==> config.mk <==
export PLATFORM = sky130hd
export DESIGN_NAME = substring_search_engine
export DESIGN_NICKNAME = d
export VERILOG_FILES = /design/src/rtl/sse_pkg.sv /design/src/rtl/sse_cfg.sv /design/src/rtl/sse_match.sv /design/src/rtl/substring_search_engine.sv
export SDC_FILE = /design/constraint.sdc
export NUM_CORES = 1
export LEC_CHECK = 0
export ABC_AREA = 0
export BUFFER_PORTS_ARGS = -buffer_cell sky130_fd_sc_hd__buf_2
export CAP_MARGIN = 10
export CORE_UTILIZATION = 28
export DETAILED_ROUTE_END_ITERATION = 8
export GPL_ROUTABILITY_DRIVEN = 1
export SKIP_CTS_REPAIR_TIMING = 1
export SLEW_MARGIN = 20
export SYNTH_ARGS = -nofsm -noshare
export SYNTH_HDL_FRONTEND = slang
export SYNTH_SLANG_ARGS = --single-unit
==> constraint.sdc <==
create_clock -name clk -period 6.1 [get_ports clk]
set_input_delay 0 -clock clk [delete_from_list [all_inputs] [get_ports clk]]
set_output_delay 0 -clock clk [all_outputs]
set_load 0.05 [all_outputs]
==> src/rtl/sse_pkg.sv <==
`default_nettype none

package sse_pkg;

	// Largest pattern the window can hold.
	localparam int MaxPattern = 16;

	// Field widths of the configuration registers and the stream words.
	localparam int CfgDataW    = 64;
	localparam int CfgIndexW   = 3;
	localparam int PatternW    = 128;
	localparam int PatLenW     = 5;
	localparam int BoundW      = 17;
	localparam int TextLenW    = 16;
	localparam int ByteW       = 8;
	localparam int PositionW   = 16;
	localparam int InDataW     = 8;
	localparam int OutDataW    = 24;

	// Register indexes of the configuration port.
	localparam logic [CfgIndexW-1:0] RegPatternLow  = 3'd0;
	localparam logic [CfgIndexW-1:0] RegPatternHigh = 3'd1;
	localparam logic [CfgIndexW-1:0] RegPatternLen  = 3'd2;
	localparam logic [CfgIndexW-1:0] RegFoldCase    = 3'd3;
	localparam logic [CfgIndexW-1:0] RegReverse     = 3'd4;
	localparam logic [CfgIndexW-1:0] RegBound       = 3'd5;
	localparam logic [CfgIndexW-1:0] RegTextLen     = 3'd6;

	// ASCII upper case range and the offset to lower case.
	localparam logic [ByteW-1:0] UpperFirst = 8'h41;
	localparam logic [ByteW-1:0] UpperLast  = 8'h5A;
	localparam logic [ByteW-1:0] CaseOffset = 8'h20;

	// Settings seen by the matcher; limit is the already resolved bound.
	typedef struct packed {
		logic [PatternW-1:0]  pattern;
		logic [PatLenW-1:0]   pattern_len;
		logic                 fold_case;
		logic                 reverse;
		logic [TextLenW-1:0]  limit;
		logic [TextLenW-1:0]  text_len;
	} cfg_t;

	// Outcome of the search as it stands after the current word.
	typedef struct packed {
		logic                 found;
		logic [PositionW-1:0] position;
	} result_t;

	function automatic logic [ByteW-1:0] fold_byte(input logic [ByteW-1:0] c,
		input logic en);
		if (en && c >= UpperFirst && c <= UpperLast) begin
			return c + CaseOffset;
		end
		return c;
	endfunction

endpackage

`default_nettype wire

==> src/rtl/sse_cfg.sv <==
`default_nettype none

module sse_cfg (
	input  wire logic                             clk,
	input  wire logic                             arst_n,
	input  wire logic                             cfg_wr_en,
	input  wire logic [sse_pkg::CfgIndexW-1:0]    cfg_index,
	input  wire logic [sse_pkg::CfgDataW-1:0]     cfg_data,
	output sse_pkg::cfg_t                         cfg
);

	logic [sse_pkg::CfgDataW-1:0]  pattern_low_q;
	logic [sse_pkg::CfgDataW-1:0]  pattern_high_q;
	logic [sse_pkg::PatLenW-1:0]   pattern_len_q;
	logic                          fold_case_q;
	logic                          reverse_q;
	logic [sse_pkg::BoundW-1:0]    bound_q;
	logic [sse_pkg::TextLenW-1:0]  text_len_q;
	logic signed [sse_pkg::TextLenW+1:0] back_sum;
	logic [sse_pkg::TextLenW-1:0]  limit;

	always_ff @(posedge clk or negedge arst_n) begin
		if (!arst_n) begin
			pattern_low_q  <= '0;
			pattern_high_q <= '0;
			pattern_len_q  <= '0;
			fold_case_q    <= 1'b0;
			reverse_q      <= 1'b0;
			bound_q        <= '0;
			text_len_q     <= sse_pkg::TextLenW'(1);
		end else if (cfg_wr_en) begin
			unique case (cfg_index)
				sse_pkg::RegPatternLow:  pattern_low_q  <= cfg_data;
				sse_pkg::RegPatternHigh: pattern_high_q <= cfg_data;
				sse_pkg::RegPatternLen:  pattern_len_q  <= cfg_data[sse_pkg::PatLenW-1:0];
				sse_pkg::RegFoldCase:    fold_case_q    <= cfg_data[0];
				sse_pkg::RegReverse:     reverse_q      <= cfg_data[0];
				sse_pkg::RegBound:       bound_q        <= cfg_data[sse_pkg::BoundW-1:0];
				sse_pkg::RegTextLen:     text_len_q     <= cfg_data[sse_pkg::TextLenW-1:0];
				default: ;
			endcase
		end
	end

	// A negative bound counts back from the text length and stops at zero;
	// a positive one is capped at the text length.
	always_comb begin
		back_sum = $signed({2'b00, text_len_q}) + $signed({bound_q[sse_pkg::BoundW-1], bound_q});
		if (bound_q[sse_pkg::BoundW-1]) begin
			limit = back_sum[sse_pkg::TextLenW+1] ? '0 : back_sum[sse_pkg::TextLenW-1:0];
		end else begin
			limit = (bound_q[sse_pkg::TextLenW-1:0] < text_len_q) ?
				bound_q[sse_pkg::TextLenW-1:0] : text_len_q;
		end
	end

	always_comb begin
		cfg.pattern     = {pattern_high_q, pattern_low_q};
		cfg.pattern_len = pattern_len_q;
		cfg.fold_case   = fold_case_q;
		cfg.reverse     = reverse_q;
		cfg.limit       = limit;
		cfg.text_len    = text_len_q;
	end

endmodule

`default_nettype wire

==> src/rtl/sse_match.sv <==
`default_nettype none

module sse_match #(
	parameter int MAX_PATTERN = sse_pkg::MaxPattern
) (
	input  wire logic                        clk,
	input  wire logic                        arst_n,
	input  wire logic                        step,
	input  wire logic [sse_pkg::ByteW-1:0]   text_byte,
	input  wire logic                        last,
	input  wire sse_pkg::cfg_t               cfg,
	output sse_pkg::result_t                 res
);

	localparam int IdxW = (MAX_PATTERN > 1) ? $clog2(MAX_PATTERN) : 1;

	logic [sse_pkg::ByteW-1:0]     window_q [MAX_PATTERN];
	logic [sse_pkg::ByteW-1:0]     win_next [MAX_PATTERN];
	logic [sse_pkg::TextLenW-1:0]  count_q;
	logic                          hit_q;
	logic [sse_pkg::PositionW-1:0] offset_q;

	logic                          all_eq;
	logic [sse_pkg::PatLenW-1:0]   sel;
	logic                          plen_ok;
	logic                          long_enough;
	logic [sse_pkg::TextLenW:0]    end_plus1;
	logic [sse_pkg::PositionW-1:0] start;
	logic                          cand;
	logic                          hit_next;
	logic [sse_pkg::PositionW-1:0] offset_next;

	always_comb begin
		win_next[0] = text_byte;
		for (int i = 1; i < MAX_PATTERN; i++) begin
			win_next[i] = window_q[i-1];
		end

		// Pattern byte k lines up with the window tap plen-1-k.
		all_eq = 1'b1;
		sel    = '0;
		for (int k = 0; k < MAX_PATTERN; k++) begin
			if (sse_pkg::PatLenW'(k) < cfg.pattern_len) begin
				sel = cfg.pattern_len - sse_pkg::PatLenW'(1) - sse_pkg::PatLenW'(k);
				if (sse_pkg::fold_byte(cfg.pattern[8*k +: 8], cfg.fold_case) !=
					sse_pkg::fold_byte(win_next[sel[IdxW-1:0]], cfg.fold_case)) begin
					all_eq = 1'b0;
				end
			end
		end

		plen_ok     = (cfg.pattern_len != '0) &&
			(cfg.pattern_len <= sse_pkg::PatLenW'(MAX_PATTERN));
		end_plus1   = {1'b0, count_q} + (sse_pkg::TextLenW+1)'(1);
		long_enough = end_plus1 >= (sse_pkg::TextLenW+1)'(cfg.pattern_len);
		start       = sse_pkg::PositionW'(end_plus1 -
			(sse_pkg::TextLenW+1)'(cfg.pattern_len));
		cand        = plen_ok && (count_q < cfg.text_len) && long_enough && all_eq;

		hit_next    = hit_q;
		offset_next = offset_q;
		if (cand) begin
			if (cfg.reverse) begin
				if (start < cfg.limit) begin
					hit_next    = 1'b1;
					offset_next = start;
				end
			end else if (!hit_q && start >= cfg.limit) begin
				hit_next    = 1'b1;
				offset_next = start;
			end
		end

		res.found    = hit_next;
		res.position = hit_next ? offset_next : '0;
	end

	always_ff @(posedge clk or negedge arst_n) begin
		if (!arst_n) begin
			for (int i = 0; i < MAX_PATTERN; i++) begin
				window_q[i] <= '0;
			end
			count_q  <= '0;
			hit_q    <= 1'b0;
			offset_q <= '0;
		end else if (step) begin
			if (last) begin
				for (int i = 0; i < MAX_PATTERN; i++) begin
					window_q[i] <= '0;
				end
				count_q  <= '0;
				hit_q    <= 1'b0;
				offset_q <= '0;
			end else begin
				for (int i = 0; i < MAX_PATTERN; i++) begin
					window_q[i] <= win_next[i];
				end
				if (count_q != '1) begin
					count_q <= count_q + sse_pkg::TextLenW'(1);
				end
				hit_q    <= hit_next;
				offset_q <= offset_next;
			end
		end
	end

endmodule

`default_nettype wire

==> src/rtl/substring_search_engine.sv <==
// Path: a word accepted into the input stage register is compared from there by the
// combinational window compare; a last word loads the result word shown on m_tvalid.
// Throughput: one text word per cycle unless a last byte waits on a held result.
// Reset (arst_n low, asynchronous): registers take their reset values (text_len 1),
// the window, byte count and kept match clear, and both stream sides go empty.
`default_nettype none

module substring_search_engine #(
	parameter int MAX_PATTERN = sse_pkg::MaxPattern
) (
	input  wire logic                           clk,
	input  wire logic                           arst_n,

	// Configuration write port.
	input  wire logic                           cfg_wr_en,
	input  wire logic [sse_pkg::CfgIndexW-1:0]  cfg_index,
	input  wire logic [sse_pkg::CfgDataW-1:0]   cfg_data,

	// Text stream.
	input  wire logic                           s_tvalid,
	output      logic                           s_tready,
	input  wire logic [sse_pkg::InDataW-1:0]    s_tdata,   // [7:0] text_byte
	input  wire logic                           s_tlast,   // last byte of the text

	// Result stream.
	output      logic                           m_tvalid,
	input  wire logic                           m_tready,
	output      logic [sse_pkg::OutDataW-1:0]   m_tdata    // [0] found, [16:1] position,
	                                                       // [23:17] zero
);

	sse_pkg::cfg_t    cfg;
	sse_pkg::result_t res;

	// Input stage register.
	logic                       valid_s1;
	logic [sse_pkg::ByteW-1:0]  byte_s1;
	logic                       last_s1;

	// Result register.
	logic                           out_valid_q;
	logic                           found_q;
	logic [sse_pkg::PositionW-1:0]  position_q;

	logic advance;
	logic out_load;

	sse_cfg u_cfg (
		.clk       (clk),
		.arst_n    (arst_n),
		.cfg_wr_en (cfg_wr_en),
		.cfg_index (cfg_index),
		.cfg_data  (cfg_data),
		.cfg       (cfg)
	);

	// A word in the input stage moves on unless it is the last byte and the
	// result register is still held by the sink. Ordinary bytes keep flowing
	// while an earlier result waits to be taken.
	assign advance  = valid_s1 && (!last_s1 || !out_valid_q || m_tready);
	assign s_tready = !valid_s1 || advance;
	assign out_load = advance && last_s1;

	always_ff @(posedge clk or negedge arst_n) begin
		if (!arst_n) begin
			valid_s1 <= 1'b0;
		end else if (s_tready) begin
			valid_s1 <= s_tvalid;
		end
	end

	always_ff @(posedge clk) begin
		if (s_tready && s_tvalid) begin
			byte_s1 <= s_tdata[sse_pkg::ByteW-1:0];
			last_s1 <= s_tlast;
		end
	end

	sse_match #(
		.MAX_PATTERN (MAX_PATTERN)
	) u_match (
		.clk       (clk),
		.arst_n    (arst_n),
		.step      (advance),
		.text_byte (byte_s1),
		.last      (last_s1),
		.cfg       (cfg),
		.res       (res)
	);

	// The result register fills on the last byte and empties when the sink
	// takes it; a load and a take in the same cycle keep it full.
	always_ff @(posedge clk or negedge arst_n) begin
		if (!arst_n) begin
			out_valid_q <= 1'b0;
		end else if (out_load) begin
			out_valid_q <= 1'b1;
		end else if (m_tready) begin
			out_valid_q <= 1'b0;
		end
	end

	always_ff @(posedge clk) begin
		if (out_load) begin
			found_q    <= res.found;
			position_q <= res.position;
		end
	end

	assign m_tvalid = out_valid_q;
	assign m_tdata  = {(sse_pkg::OutDataW-sse_pkg::PositionW-1)'(0), position_q, found_q};

endmodule

`default_nettype wire
==> flow_summary.json <==
{
  "layout_commonest_cell": "nand2_1",
  "tightest_slew_ns": 1.08,
  "syn_area_um2": 27800,
  "wl_per_cell_um": 20.1,
  "pwr-share-comb": 0.531,
  "grt_pass1_vias": 21700,
  "critical_path_class": "flip-flop to flip-flop",
  "cts_sinks": 349,
  "yosysTopAreaCell": "dfrtp_1",
  "num_rows": 115,
  "cp-end-kind": "flip-flop",
  "max_stage_delay_ns": 0.54,
  "ys_ff_latch": 349,
  "grt_start_max_net_pins": 130,
  "nets": 3204,
  "netlist_top_cells_area": "dfrtp_1 (29%), mux4_2 (10%), mux2_2 (10%), mux2i_1 (7.2%), nand2_1 (5.5%)",
  "peakVddDrop_mv": 0.218,
  "holdWs_ns": 0.00195,
  "report.final.hold_viol_count": 0,
  "synth_top_area_share": 0.290,
  "synth_edf_count": 26,
  "seqPwrFrac": 0.244,
  "setup_ws_ns": -0.274,
  "p_sw_mw": 4.97,
  "clkLatencyLatePin_ns": 0.58,
  "fin_crit_ns": 6.37,
  "grt_pass1_wl_mm": 133,
  "slowest_stage": "dfstp_2",
  "numCtsBuffers": 43,
  "required_ns": 6.42,
  "crit_top_cell": "a21oi_2",
  "synth_warnings": 0,
  "dp_hpwl_mm": 66.2,
  "path_delay_family": "compound AO/OA/AOI/OAI gates",
  "start_kind": "flip-flop",
  "finClkSkew_ns": 0.0248,
  "synth_ff_type": "dfrtp_1",
  "cts_max_level": 2,
  "path_buf_inv": 2,
  "syn_area_per_cell_um2": 9.89,
  "totalWireLength_mm": 87.3,
  "async_reset_ff_frac": 0.926,
  "start_util": 0.282,
  "antenna_left": 0,
  "cp.arrival_ns": 6.69,
  "antenna_cells": 0,
  "netlist_instances": 2806,
  "gp_congestion": 0.923,
  "final_max_slew_viol_count": 0,
  "io_pins": 107,
  "maxCapViolations": 0,
  "fp.dieH_um": 317,
  "clkPwrFrac": 0.225,
  "drt_iter0_markers": 1835,
  "clockBufferDepth": 3,
  "drive_gt1_frac": 0.255,
  "dieWidth_um": 317,
  "cts_tree": "built",
  "vias": 23000,
  "cts-root-buf": "clkbuf_16",
  "status": "finished with violations",
  "powerDensity_nw_per_um2": 371,
  "mostFrequentLayoutCells": "nand2_1 (403), dfrtp_1 (319), mux2_2 (253)",
  "setup_viol": 32,
  "sw_frac_of_total": 0.406,
  "hold_path_class": "input port to flip-flop",
  "io_buffers": 99,
  "reg2reg_slack_ns": -0.27,
  "crit_fanout": 7,
  "clock.fmax_mhz": 157,
  "drc": 0,
  "ys_seq_area_frac": 0.319,
  "violations": "setup timing",
  "antenna_found_initial": 4,
  "min_period_over_period": 1.04,
  "internal_power_mw": 7.27,
  "p_leak_nw": 14.1,
  "dr.pass1.iters": 5,
  "core_um2": 98300,
  "synth.distinct_cells": 90,
  "vias_per_cell": 5.30,
  "syn_to_final_growth_pct": 18.8,
  "utilization": 0.335,
  "power_mw": 12.2,
  "grt_overflow_total": 0,
  "track_usage": 0.171,
  "dieArea_um2": 100000,
  "clk_pin_slew_ns": 0.06,
  "relSlewSlack": 0.275,
  "rsz0062_at_grt": "yes"
}
state kept, by name, indices dropped and copies added (netlist names), 5 cells and up:
register and count:
u_cfg.pattern_len_q 5, byte_s1 8, u_match.count_q 16, u_cfg.text_len_q 16, u_cfg.pattern_high_q 64, u_match.offset_q 16, u_cfg.pattern_low_q 64, position_q 16
u_cfg.bound_q 17, u_match.win_next 120
kinds of logic (layout without fill, tap and decap cells):
kind of cell | after synthesis | in the layout | share of synthesized area
AND/OR/NAND/NOR | 939 | 939 | 0.157
multiplexers | 583 | 583 | 0.280
AO/OA/AOI/OAI | 404 | 404 | 0.0970
flip-flops | 349 | 349 | 0.319
buffers and inverters | 247 | 483 | 0.0396
XOR/XNOR | 178 | 178 | 0.0591
adder cells (fa/ha/maj) | 105 | 105 | 0.0479
other | 1 | 7 | 0.000135
metrics by stage:
step                      cell area, um2  setup slack (ns)  instances  setup TNS (ns)
final                              33000            -0.274       4335           -7.87
after floorplan                    27800           0.00458       2812               0
after detailed placement           30400            -0.538       4170          -15.38
after CTS                          31900            -0.589       4245          -17.14
after global placement             30400            -0.410       4170          -11.75
after global routing               33000            -0.584       4335          -17.87
worst reg2reg max path, delay by kind of cell (launching register included):
| family | cells | cell delay [ns] |
|---|---|---|
| multiplexers | 1 | 0.21 |
| AO/OA/AOI/OAI | 21 | 3.34 |
| adder cells (fa/ha/maj) | 2 | 0.50 |
| AND/OR/NAND/NOR | 6 | 1.19 |
| buffers and inverters | 2 | 0.34 |
| flip-flops | 1 | 0.54 |
power by group through the flow:
| stage | clock (mW) | sequential, mW | combinational [mW] |
|---|---|---|---|
| floorplan | 0 | 2.91 | 4.52 |
| global placement | 0 | 3.01 | 6.20 |
| detailed placement | 0 | 3.02 | 6.28 |
| CTS | 2.82 | 2.98 | 6.31 |
| global route | 2.90 | 3.03 | 7.04 |
| finish | 2.75 | 2.98 | 6.50 |
area by class of cell:
cell class              count  area (um2)
fillers                  9902       65300
multi-input cells        2216       18000
flip-flops and latches    349        8870
repair buffers            329        2630
well taps                1287        1610
clock buffers              59        1280
inverters                  79         298
clock inverters            16         214
synth_stat cells, types with 15 or more instances:
master and count:
a21o_1 23, a21oi_1 84, a31oi_1 24, a32o_1 15, buf_2 42, buf_4 22, clkbuf_1 93, dfrtp_1 322
edfxtp_1 26, ha_1 103, inv_1 74, mux2_2 253, mux2i_1 201, mux4_2 129, nand2_1 404, nand3_1 166
nand4_1 17, nor2_1 144, nor2b_1 17, nor3_1 60, nor4_1 20, o211ai_1 16, o21a_1 16, o21ai_0 107
o31ai_1 16, or3_1 19, xnor2_1 96, xor2_1 74
metal layers:
metal	GRT usage	wire [um]	vias up
li1	-	-	10700
met1	0.225	37700	11500
met2	0.287	42200	668
met3	0.0240	4520	124
met4	0.0561	2870	4
met5	0	22	-
final timing paths:
path / start / end / depth (start not counted)
max: u_cfg.text_len_q[0] / position_q[7] / 32
min: cfg_index[1] / u_cfg.pattern_len_q[0] / 6
max reg2reg: u_cfg.text_len_q[0] / position_q[7] / 32
min reg2reg: u_match.offset_q[1] / u_match.offset_q[1] / 1
max in group asynchronous: arst_n / valid_s1 / 3
min in group asynchronous: arst_n / u_match.win_next[38] / 2
(Power assumes the default switching activity.)
